### src/hdl/qem_pkg.sv
// ----------------------------------------------------------------------------
// qem_pkg
// Shared types and constants for the quantization error metrics unit.
// ----------------------------------------------------------------------------
package qem_pkg;

  typedef struct packed {
    logic signed [31:0] original_value;
    logic signed [31:0] quantized_value;
    logic               set_end;
  } qem_in_t;

  typedef struct packed {
    logic [4:0]  metric_index;
    logic [63:0] metric_value;
    logic        last_metric;
  } qem_out_t;

  localparam logic [1:0] CFG_BIN_COUNT = 2'd0;
  localparam logic [1:0] CFG_ABS_LIMIT = 2'd1;
  localparam logic [1:0] CFG_REL_LIMIT = 2'd2;

  localparam logic [4:0] MET_MAX_ABS  = 5'd0;
  localparam logic [4:0] MET_MEAN_ABS = 5'd1;
  localparam logic [4:0] MET_MSE      = 5'd2;
  localparam logic [4:0] MET_RMSE     = 5'd3;
  localparam logic [4:0] MET_MAX_REL  = 5'd4;
  localparam logic [4:0] MET_MEAN_REL = 5'd5;
  localparam logic [4:0] MET_COUNT    = 5'd6;
  localparam logic [4:0] MET_P10      = 5'd7;
  localparam logic [4:0] MET_PASS     = 5'd16;

  localparam int unsigned PctCount = 9;

  // Divider opcode (start request to the shared divider)
  typedef struct packed {
    logic        start;
    logic [79:0] dividend;
    logic [63:0] divisor;
  } qem_div_req_t;

endpackage

### src/hdl/qem_divider.sv
// ----------------------------------------------------------------------------
// qem_divider
// Restoring divider, one quotient bit per cycle: 80-bit dividend / 64-bit divisor.
// ----------------------------------------------------------------------------
module qem_divider (
  input  logic                  clk_i,
  input  logic                  rst_ni,
  input  qem_pkg::qem_div_req_t req_i,
  output logic                  busy_o,
  output logic [79:0]           quot_o
);
  import qem_pkg::*;

  logic [79:0] quot_q, quot_d;
  logic [64:0] rem_q, rem_d;
  logic [63:0] dvs_q, dvs_d;
  logic [6:0]  cnt_q, cnt_d;
  logic        busy_q, busy_d;
  logic [64:0] trial;

  always_comb begin
    quot_d = quot_q;
    rem_d  = rem_q;
    dvs_d  = dvs_q;
    cnt_d  = cnt_q;
    busy_d = busy_q;
    trial  = {rem_q[63:0], quot_q[79]};
    if (req_i.start) begin
      quot_d = req_i.dividend;
      rem_d  = '0;
      dvs_d  = req_i.divisor;
      cnt_d  = 7'd79;
      busy_d = 1'b1;
    end else if (busy_q) begin
      if (trial >= {1'b0, dvs_q}) begin
        rem_d  = trial - {1'b0, dvs_q};
        quot_d = {quot_q[78:0], 1'b1};
      end else begin
        rem_d  = trial;
        quot_d = {quot_q[78:0], 1'b0};
      end
      if (cnt_q == 7'd0) busy_d = 1'b0;
      else cnt_d = cnt_q - 7'd1;
    end
  end

  always_ff @(posedge clk_i or negedge rst_ni) begin
    if (!rst_ni) begin
      busy_q <= 1'b0;
      cnt_q  <= '0;
    end else begin
      busy_q <= busy_d;
      cnt_q  <= cnt_d;
    end
  end

  always_ff @(posedge clk_i) begin
    quot_q <= quot_d;
    rem_q  <= rem_d;
    dvs_q  <= dvs_d;
  end

  assign busy_o = busy_q;
  assign quot_o = quot_q;
endmodule

### config.mk
export PLATFORM = sky130hd
export DESIGN_NAME = qem_divider
export DESIGN_NICKNAME = d
export VERILOG_FILES = /design/src/hdl/qem_pkg.sv /design/src/hdl/qem_divider.sv
export SDC_FILE = /design/constraint.sdc
export NUM_CORES = 1
export LEC_CHECK = 0
export ABC_AREA = 0
export BUFFER_PORTS_ARGS = -buffer_cell sky130_fd_sc_hd__buf_2
export CORE_UTILIZATION = 45
export CTS_BUF_LIST = sky130_fd_sc_hd__clkbuf_8 sky130_fd_sc_hd__clkbuf_16
export DETAILED_ROUTE_END_ITERATION = 8
export GPL_TIMING_DRIVEN = 0
export PLACE_DENSITY = 0.7
export REMOVE_ABC_BUFFERS = 1
export SLEW_MARGIN = 25
export SYNTH_ARGS = -nofsm -noshare
export SYNTH_HDL_FRONTEND = slang
export SYNTH_SLANG_ARGS = --single-unit
### constraint.sdc
create_clock -name clk_i -period 8.73 [get_ports clk_i]
set_input_delay 1.3095 -clock clk_i [delete_from_list [all_inputs] [get_ports clk_i]]
set_output_delay 1.3095 -clock clk_i [all_outputs]
set_load 0.02 [all_outputs]
# == After elaboration in Yosys (flattened, before gate mapping) ==
# Index checks and enable logic that the tools add are counted.
# totals
register_bits,216
out_inout_bits,81
elab_cells,22
# op_classes
addsub,2
order_cmp,1
n_eq_ne,1
n_mux,10
n_reduce_logical,3
# op_table
cell,n
two-way mux 80 bit,2
>= comparator 65 x 64 -> 1 bit,1
two-way mux 64 bit,1
subtractor 64 bit,1
two-way mux 7 bit,3
logical NOT 7 bit,1
"subtractor 7 x 1 -> 7 bit, second input constant",1
two-way mux 1 bit,4
"!= test 2 bit, second input constant",1
AND reduction 2 bit,1
nonzero test 2 bit,1

# == Logic depth before layout (Yosys ltp) ==
# Gate-level depths: netlist of run 1.
# logic_depth
depth_word,4
ltp_mapped,16

# == Least setup slack after synthesis of run 1 ==
# No wires, ideal clock.
# synth_timing
path_type,input port to flip-flop
startpoint,input port req_i[144] (netlist bit)
endpoint,"register quot_q[0], in the netlist quot_o[0] (enable)"
arrival_time_ns,3.188
required_time_ns,8.296
setup_slack_ns,5.109
path_stages,3
path_cell_list,nor2_1 > clkbuf_1 > inv_1
# synth_between
elab_chain_len,1
# synth_lines
item,line_no,rtl
"start, declared",qem_divider.sv:8,"input qem_pkg::qem_div_req_t req_i,"
nonzero test 2 bit (no line),-,
"end signal, assigned",qem_divider.sv:58,quot_q <= quot_d;
"end, declared",qem_divider.sv:14,"logic [79:0] quot_q, quot_d;"
# No other way between the ends.
# A chain may end at the register's enable or synchronous reset.

# == Final worst setup path of run 1 ==
# layout_timing
startpoint,register dvs_q[8]
endpoint,register rem_q[63]
# layout_between
elab_chain_len,2
elab_cells_between_ends,3
classes_between,add/sub (1); order compare (1); mux (1)
# layout_lines
item,line_no,rtl
"start, declared",qem_divider.sv:16,"logic [63:0] dvs_q, dvs_d;"
"start signal, assigned",qem_divider.sv:60,dvs_q <= dvs_d;
subtractor 64 bit / >= comparator 65 x 64 -> 1 bit (equally long branches),"qem_divider.sv:36, qem_divider.sv:35",
two-way mux 64 bit *,qem_divider.sv:35,"if (trial >= {1'b0, dvs_q}) begin"
"end signal, assigned",qem_divider.sv:59,rem_q <= rem_d;
"end, declared",qem_divider.sv:15,"logic [64:0] rem_q, rem_d;"
# Every way passes the cells marked *; elsewhere a longest branch is shown, timed or not.

==> impl_metrics.py, run 1 <==
metrics = {
    "run_status": {
        "outcome": "complete, no violations",
    },
    "cts": {
        "cts_buffers": 25,
        "hold_buffers": 0,
        "post-cts-setup-buffer-count": 0,
        "path_clk_slew_ns": 0.06,
        "cts_root_buffer": "clkbuf_16",
        "cts-resized-gates": 0,
        "insertion_delay_ns": 0.54,
        "cts_tree": "built",
        "htree_levels": 1,
        "cts_buffer_depth": 3,
        "cts.sinks": 216,
    },
    "finish": {
        "drive_gt1_frac": 0.2475,
        "seq_area_um2": 5809,
        "multi_input_area_um2": 6062,
        "syn_to_final_growth_pct": 17.66,
        "nFillCells": 2502,
        "final_nets": 1666,
    },
    "routing": {
        "wl_mm": 32.09,
        "dr.pass1.iters": 6,
        "vias": 10150,
        "antenna_left": 0,
        "vias_per_cell": 5.501,
        "drc": 0,
        "wl_per_cell_um": 17.39,
        "drt_iter0_drc": 536,
    },
    "floorplanning": {
        "die-width_um": 168.9,
        "std_cell_rows": 60,
        "dieArea_um2": 28520,
        "initial_utilization": 0.4624,
        "pin_count": 228,
        "core-area_um2": 27100,
        "die_height_um": 168.9,
    },
    "setup_path": {
        "r2r_end": "rem_q[63]",
        "arrival_ns": 4.64,
        "worst_path_max_delay_cell": "and2_4",
        "cp-end-kind": "flop",
        "reg2reg_depth": 12,
        "critical_path_required_ns": 9.16,
        "rrSetupSlack_ns": 4.52,
        "critPathMaxStageDelay_ns": 0.64,
        "path_cells": "inv_1 -> ha_1 -> nand3_1 -> or3_1 -> a21o_1 -> a211o_1 -> a2111oi_4 -> nor2_2 -> o211ai_2 -> and2_4 -> nor2_1 -> a221o_1",
        "crit_fanout": 51,
        "startpoint_type": "flop",
        "path_class": "reg2reg",
        "worstReg2RegStart": "dvs_q[8]",
    },
    "sta": {
        "rsz0062_at_grt": "false",
        "finalCritPeriodShare": 0.4824,
        "drv_slew": 0,
        "period_needed_ns": 4.211,
        "fmax_ghz": 0.2375,
        "final-setup-viol-count": 0,
        "hold_ws_ns": 0.4853,
        "fin_ws_ns": 4.519,
        "worstMarginPinSlew_ns": 0.9651,
        "skew_ns": 0.01539,
        "hold_viol": 0,
        "slew_headroom": 0.3506,
    },
    "global_route": {
        "grt_pass1_wl_mm": 50.98,
        "grt_max_degree": 103,
        "antenna_found_initial": 4,
        "grt_pass1_vias": 10120,
        "grt_usage": 0.2220,
        "overflow": 0,
    },
    "synth": {
        "synth_ff_type": "edfxtp_1",
        "yosysWarnings": 0,
        "yosysMostFrequentCell": "nand2_1",
        "seq_area_frac_synth": 0.4633,
        "avgSynthCellArea_um2": 9.890,
        "synth_edf_count": 144,
        "ys_ff_latch": 216,
        "async_reset_ff_frac": 0.03704,
        "yosys-top-cells-area": "edfxtp_1 (35%), dfxtp_1 (10%), mux2_2 (7.3%)",
        "netlist_instances": 1267,
        "yosysTopAreaCell": "edfxtp_1",
        "yosys.area.top_type_share": 0.3451,
        "synth_top_cells_by_count": "nand2_1 (154), edfxtp_1 (144), nor2_1 (97)",
        "ys_types": 60,
        "synth.cell_area_um2": 12530,
    },
    "job": {
        "cap_violations": 0,
    },
    "hold_path": {
        "hold_class": "reg2reg",
        "hold_end": "rem_q[47]",
        "hold_start": "rem_q[47]",
        "hold_depth": 2,
    },
    "pwr": {
        "finalPower_w": 0.002531,
        "max-vdd-ir-drop_mv": 0.1314,
        "powerDensity_nw_per_um2": 171.7,
        "p_leak_nw": 6.287,
    },
    "placement": {
        "dp_hpwl_mm": 23.34,
        "gp_congestion": 0.9191,
        "portBuffers": 227,
        "dp_slack_ns": 4.502,
    },
}
[worst max path at each step]
stage               start         end  slack, ns  cells after the start
2_1_floorplan      busy_o   quot_o[0]       4.02                      2
3_3_place_gp   req_i[144]  quot_o[46]      -0.72                      3
3_5_place_dp     dvs_q[8]   rem_q[63]       4.50                     12
4_1_cts          dvs_q[8]   rem_q[63]       4.51                     12
5_1_grt          dvs_q[8]   rem_q[49]       4.26                     12
6_report         dvs_q[8]   rem_q[63]       4.52                     12
[through the flow]
| stage | instance area [um^2] | instances | utilization | TNS (ns) |
|---|---|---|---|---|
| finish | 14740 | 1845 | 0.5440 | 0 |
| global route | 14740 | 1844 | 0.5440 | 0 |
| CTS | 14740 | 1843 | 0.5439 | 0 |
| detailed placement | 13940 | 1797 | 0.5144 | 0 |
| global placement | 13800 | 1793 | 0.5091 | -56.77 |
| floorplan | 12200 | 1194 | - | 0 |
[cell usage in the layout, fill, tap and decap left out, drive strengths merged, types with 19 or more instances in the layout]
master and instances:
nor2 98, clkbuf 31, a311oi 40, a21oi 88, buf 231, nand2 155
a21o 25, mux2 81, xnor2 42, o21ai 61, inv 99, edfxtp 144
ha 66, dfxtp 64, xor2 20, nand4 30, o21bai 19
[cell families (layout without fill, tap and decap cells)]
family          after synthesis  count (layout)  synth area share
compound gates              310             310            0.1637
mux                          87              87           0.07758
fa+ha+maj                    67              67           0.06750
xor+xnor                     62              62           0.04333
buf+inv                     165             369           0.05432
other cells                   0               2                 0
simple gates                360             360            0.1303
flops                       216             216            0.4633
[registers in the layout (all words and copies together), names as in the netlist]
name	cells
busy_o	1
cnt_q	7
dvs_q	64
quot_o	80
rem_q	64
[report_power, final]
group,internal (W),switching [W]
clock,0.000576,0.000430
sequential,0.00116,0.0000317
combinational,0.000134,0.000195
[cell type report]
type | instances | area share
flip-flops and latches | 216 | 0.3940
inverters | 92 | 0.02359
multi-input cells | 886 | 0.4112
clock buffers | 31 | 0.04803
repair buffers | 231 | 0.08520
well taps | 372 | 0.03157
diodes | 2 | 0.0003394
clock inverters | 15 | 0.006110
[routing by layer]
| metal | global-route usage | part of all wire | up-vias |
|---|---|---|---|
| met3 | 0.05588 | 0.072 | 47 |
| met4 | 0.06008 | 0.027 | 2 |
| li1 | - | - | 4980 |
| met2 | 0.3764 | 0.47 | 318 |
| met1 | 0.2805 | 0.43 | 4803 |
| met5 | 0 | 0.00025 | - |
[worst max-delay path: cells and delay by family, from the launching register on]
family / cells / cell delay (ns)
DFF: 1 / 0.32
buffers and inverters: 1 / 0.05
and+or+nand+nor: 5 / 1.59
adders and majority gates: 1 / 0.39
AOI/OAI and AO/OA: 5 / 1.73
Power figures use the tool's default switching activity.
==> run 2: changes to the inputs <==
PLACE_DENSITY = 0.72   (was 0.7)
clock period = 3.59 ns   (was 8.73 ns; I/O delays follow)
==> run 2 against run 1 <==
Net effect: maximum frequency rose by 18%; utilization rose by 2.3 points; total power rose to 2.5 times the previous value; worst setup slack got worse by 4.5 ns; combinational power rose to 2.5 times the previous value; first-iteration DRC count rose by 36%; critical endpoint is now rem_q[24]; largest power group unchanged.
==> impl_metrics.py, run 2 (synthesis results as in run 1) <==
metrics = {
    "sta": {
        "drv_slew": 0,
        "fin_ws_ns": 0.03233,
        "worstMarginPinSlew_ns": 0.8986,
        "period_needed_ns": 3.558,
        "final-setup-viol-count": 0,
        "hold_viol": 0,
        "skew_ns": 0.02318,
        "fmax_ghz": 0.2811,
        "finalCritPeriodShare": 0.9910,
        "rsz0062_at_grt": "true",
        "slew_headroom": 0.3997,
    },
    "setup_path": {
        "crit_fanout": 7,
        "rrSetupSlack_ns": 0.03,
        "path_buf_inv": 4,
        "path_cells": "inv_2 -> ha_4 -> nand3_4 -> or3_4 -> a21o_1 -> a211o_1 -> a2111oi_4 -> nor2_4 -> o211ai_4 -> buf_12 -> buf_6 -> and2_4 -> buf_8 -> nand2_1 -> a311oi_1",
        "startpoint_type": "flop",
        "critPathMaxStageDelay_ns": 0.49,
        "worstReg2RegStart": "dvs_q[10]",
        "arrival_ns": 4.00,
        "worst_path_max_delay_cell": "a2111oi_4",
        "r2r_end": "rem_q[24]",
        "reg2reg_depth": 15,
        "path_class": "reg2reg",
        "critPathTopFamily": "compound AO/OA/AOI/OAI gates",
        "critical_path_required_ns": 4.04,
        "cp-end-kind": "flop",
    },
    "routing": {
        "wl_met1_mm": 14.26,
        "vias": 10410,
        "met3_length_mm": 2.741,
        "wl_per_cell_um": 18.39,
        "antenna_left": 0,
        "vias_per_cell": 5.543,
        "drt_iter0_drc": 728,
        "wl_met2_mm": 16.16,
        "drc": 0,
        "routed.top_layer": "met5",
        "dr.pass1.iters": 5,
        "wl_mm": 34.52,
    },
    "pwr": {
        "powerDensity_nw_per_um2": 414.3,
        "p_int_w": 0.004707,
        "netSwitchingFraction": 0.2604,
        "pwr-share-clk": 0.411,
        "p_sw_w": 0.001657,
        "max-vdd-ir-drop_mv": 0.4008,
        "pwr-share-comb": 0.131,
        "finalPower_w": 0.006365,
        "power.share.sequential": 0.458,
        "p_leak_nw": 6.504,
    },
    "floorplanning": {
        "core-area_um2": 27100,
        "die-width_um": 168.9,
        "die_height_um": 168.9,
        "pin_count": 228,
        "initial_utilization": 0.4624,
        "dieArea_um2": 28520,
        "std_cell_rows": 60,
    },
    "placement": {
        "dp_slack_ns": -0.5859,
        "dp_hpwl_mm": 23.68,
        "portBuffers": 227,
        "gp_congestion": 0.9468,
    },
    "finish": {
        "final_common_cell": "buf_2",
        "nFillCells": 2337,
        "final_cell_mix": "buf_2 (226), nand2_1 (149), edfxtp_1 (144)",
        "drive_gt1_frac": 0.2896,
        "largest_register_ffs": 80,
        "syn_to_final_growth_pct": 22.60,
        "final_nets": 1696,
    },
    "cts": {
        "htree_levels": 1,
        "cts_buffer_depth": 3,
        "insertion_delay_ns": 0.56,
        "cts.sinks": 216,
        "cts_tree": "built",
        "cts_root_buffer": "clkbuf_16",
        "cts_buffers": 26,
        "path_clk_slew_ns": 0.06,
    },
    "hold_path": {
        "hold_class": "in2reg",
        "hold_end": "dvs_q[47]",
        "hold_start": "req_i[47]",
        "hold_depth": 1,
    },
    "job": {
        "cap_violations": 0,
    },
    "global_route": {
        "grt_usage": 0.2367,
        "antenna_found_initial": 6,
        "grt_pass1_wl_mm": 53.27,
        "overflow": 0,
        "grt_max_degree": 93,
        "grt_pass1_vias": 10210,
    },
    "run_status": {
        "outcome": "complete, no violations",
    },
}
==> run 2: repair_timing <==
item | 4_1_cts | 5_1_grt
hold buffers | 1 | 0
endpoints found under the setup margin | 65 | 62
resized for setup | 19 | 48
pin swaps | 7 | 32
cloned | 4 | 1
endpoints found under the hold margin | 8 | 0
setup buffers | 7 | 16
==> run 2: power groups by stage <==
stage	Combinational (W)	Clock [W]	Sequential [W]
final	0.000837	0.00261	0.00291
after global routing	0.000904	0.00276	0.00293
after CTS	0.000813	0.00267	0.00292
after detailed placement	0.000799	0	0.00296
after global placement	0.000792	0	0.00296
after floorplan	0.000364	0	0.00306
==> run 2: cell type report <==
class,count,area [um^2],share of cell area
tap,372,465.4,0.03030
antenna,3,7.507,0.0004887
multi-input combinational,891,6401,0.4167
timing repair buffer,255,1470,0.09570
sequential,216,5809,0.3782
clock buffer,29,691.9,0.04504
inverter,92,347.8,0.02264
clock inverter,19,168.9,0.01100
==> run 2: worst max-delay path by stage <==
stage	from	endpoint	slack, ns	cells past startpoint
2_1_floorplan	busy_o	quot_o[0]	-1.12	2
3_3_place_gp	req_i[144]	quot_o[47]	-5.07	3
3_5_place_dp	dvs_q[8]	rem_q[61]	-0.59	12
4_1_cts	quot_o[79]	rem_q[44]	0.02	14
5_1_grt	dvs_q[9]	rem_q[24]	-0.09	15
6_report	dvs_q[10]	rem_q[24]	0.03	15
==> run 2: through the flow <==
step,hold slack (ns),setup TNS [ns],instances,utilization,instance area [um^2]
6_report,0.1471,0,1877,0.5669,15360
5_1_grt,0.1308,-2.434,1876,0.5668,15360
4_1_cts,0.1294,0,1857,0.5548,15030
3_5_place_dp,0.3903,-19.79,1797,0.5144,13940
3_3_place_gp,0.3893,-621.22,1793,0.5091,13800
2_1_floorplan,0.2429,-103.11,1194,-,12200
==> run 2: layer usage <==
layer  vias to the layer above  track usage
met3                        77      0.06173
met5                         -            0
li1                       5056            -
met1                      4906       0.2954
met4                         4      0.09328
met2                       362       0.3908
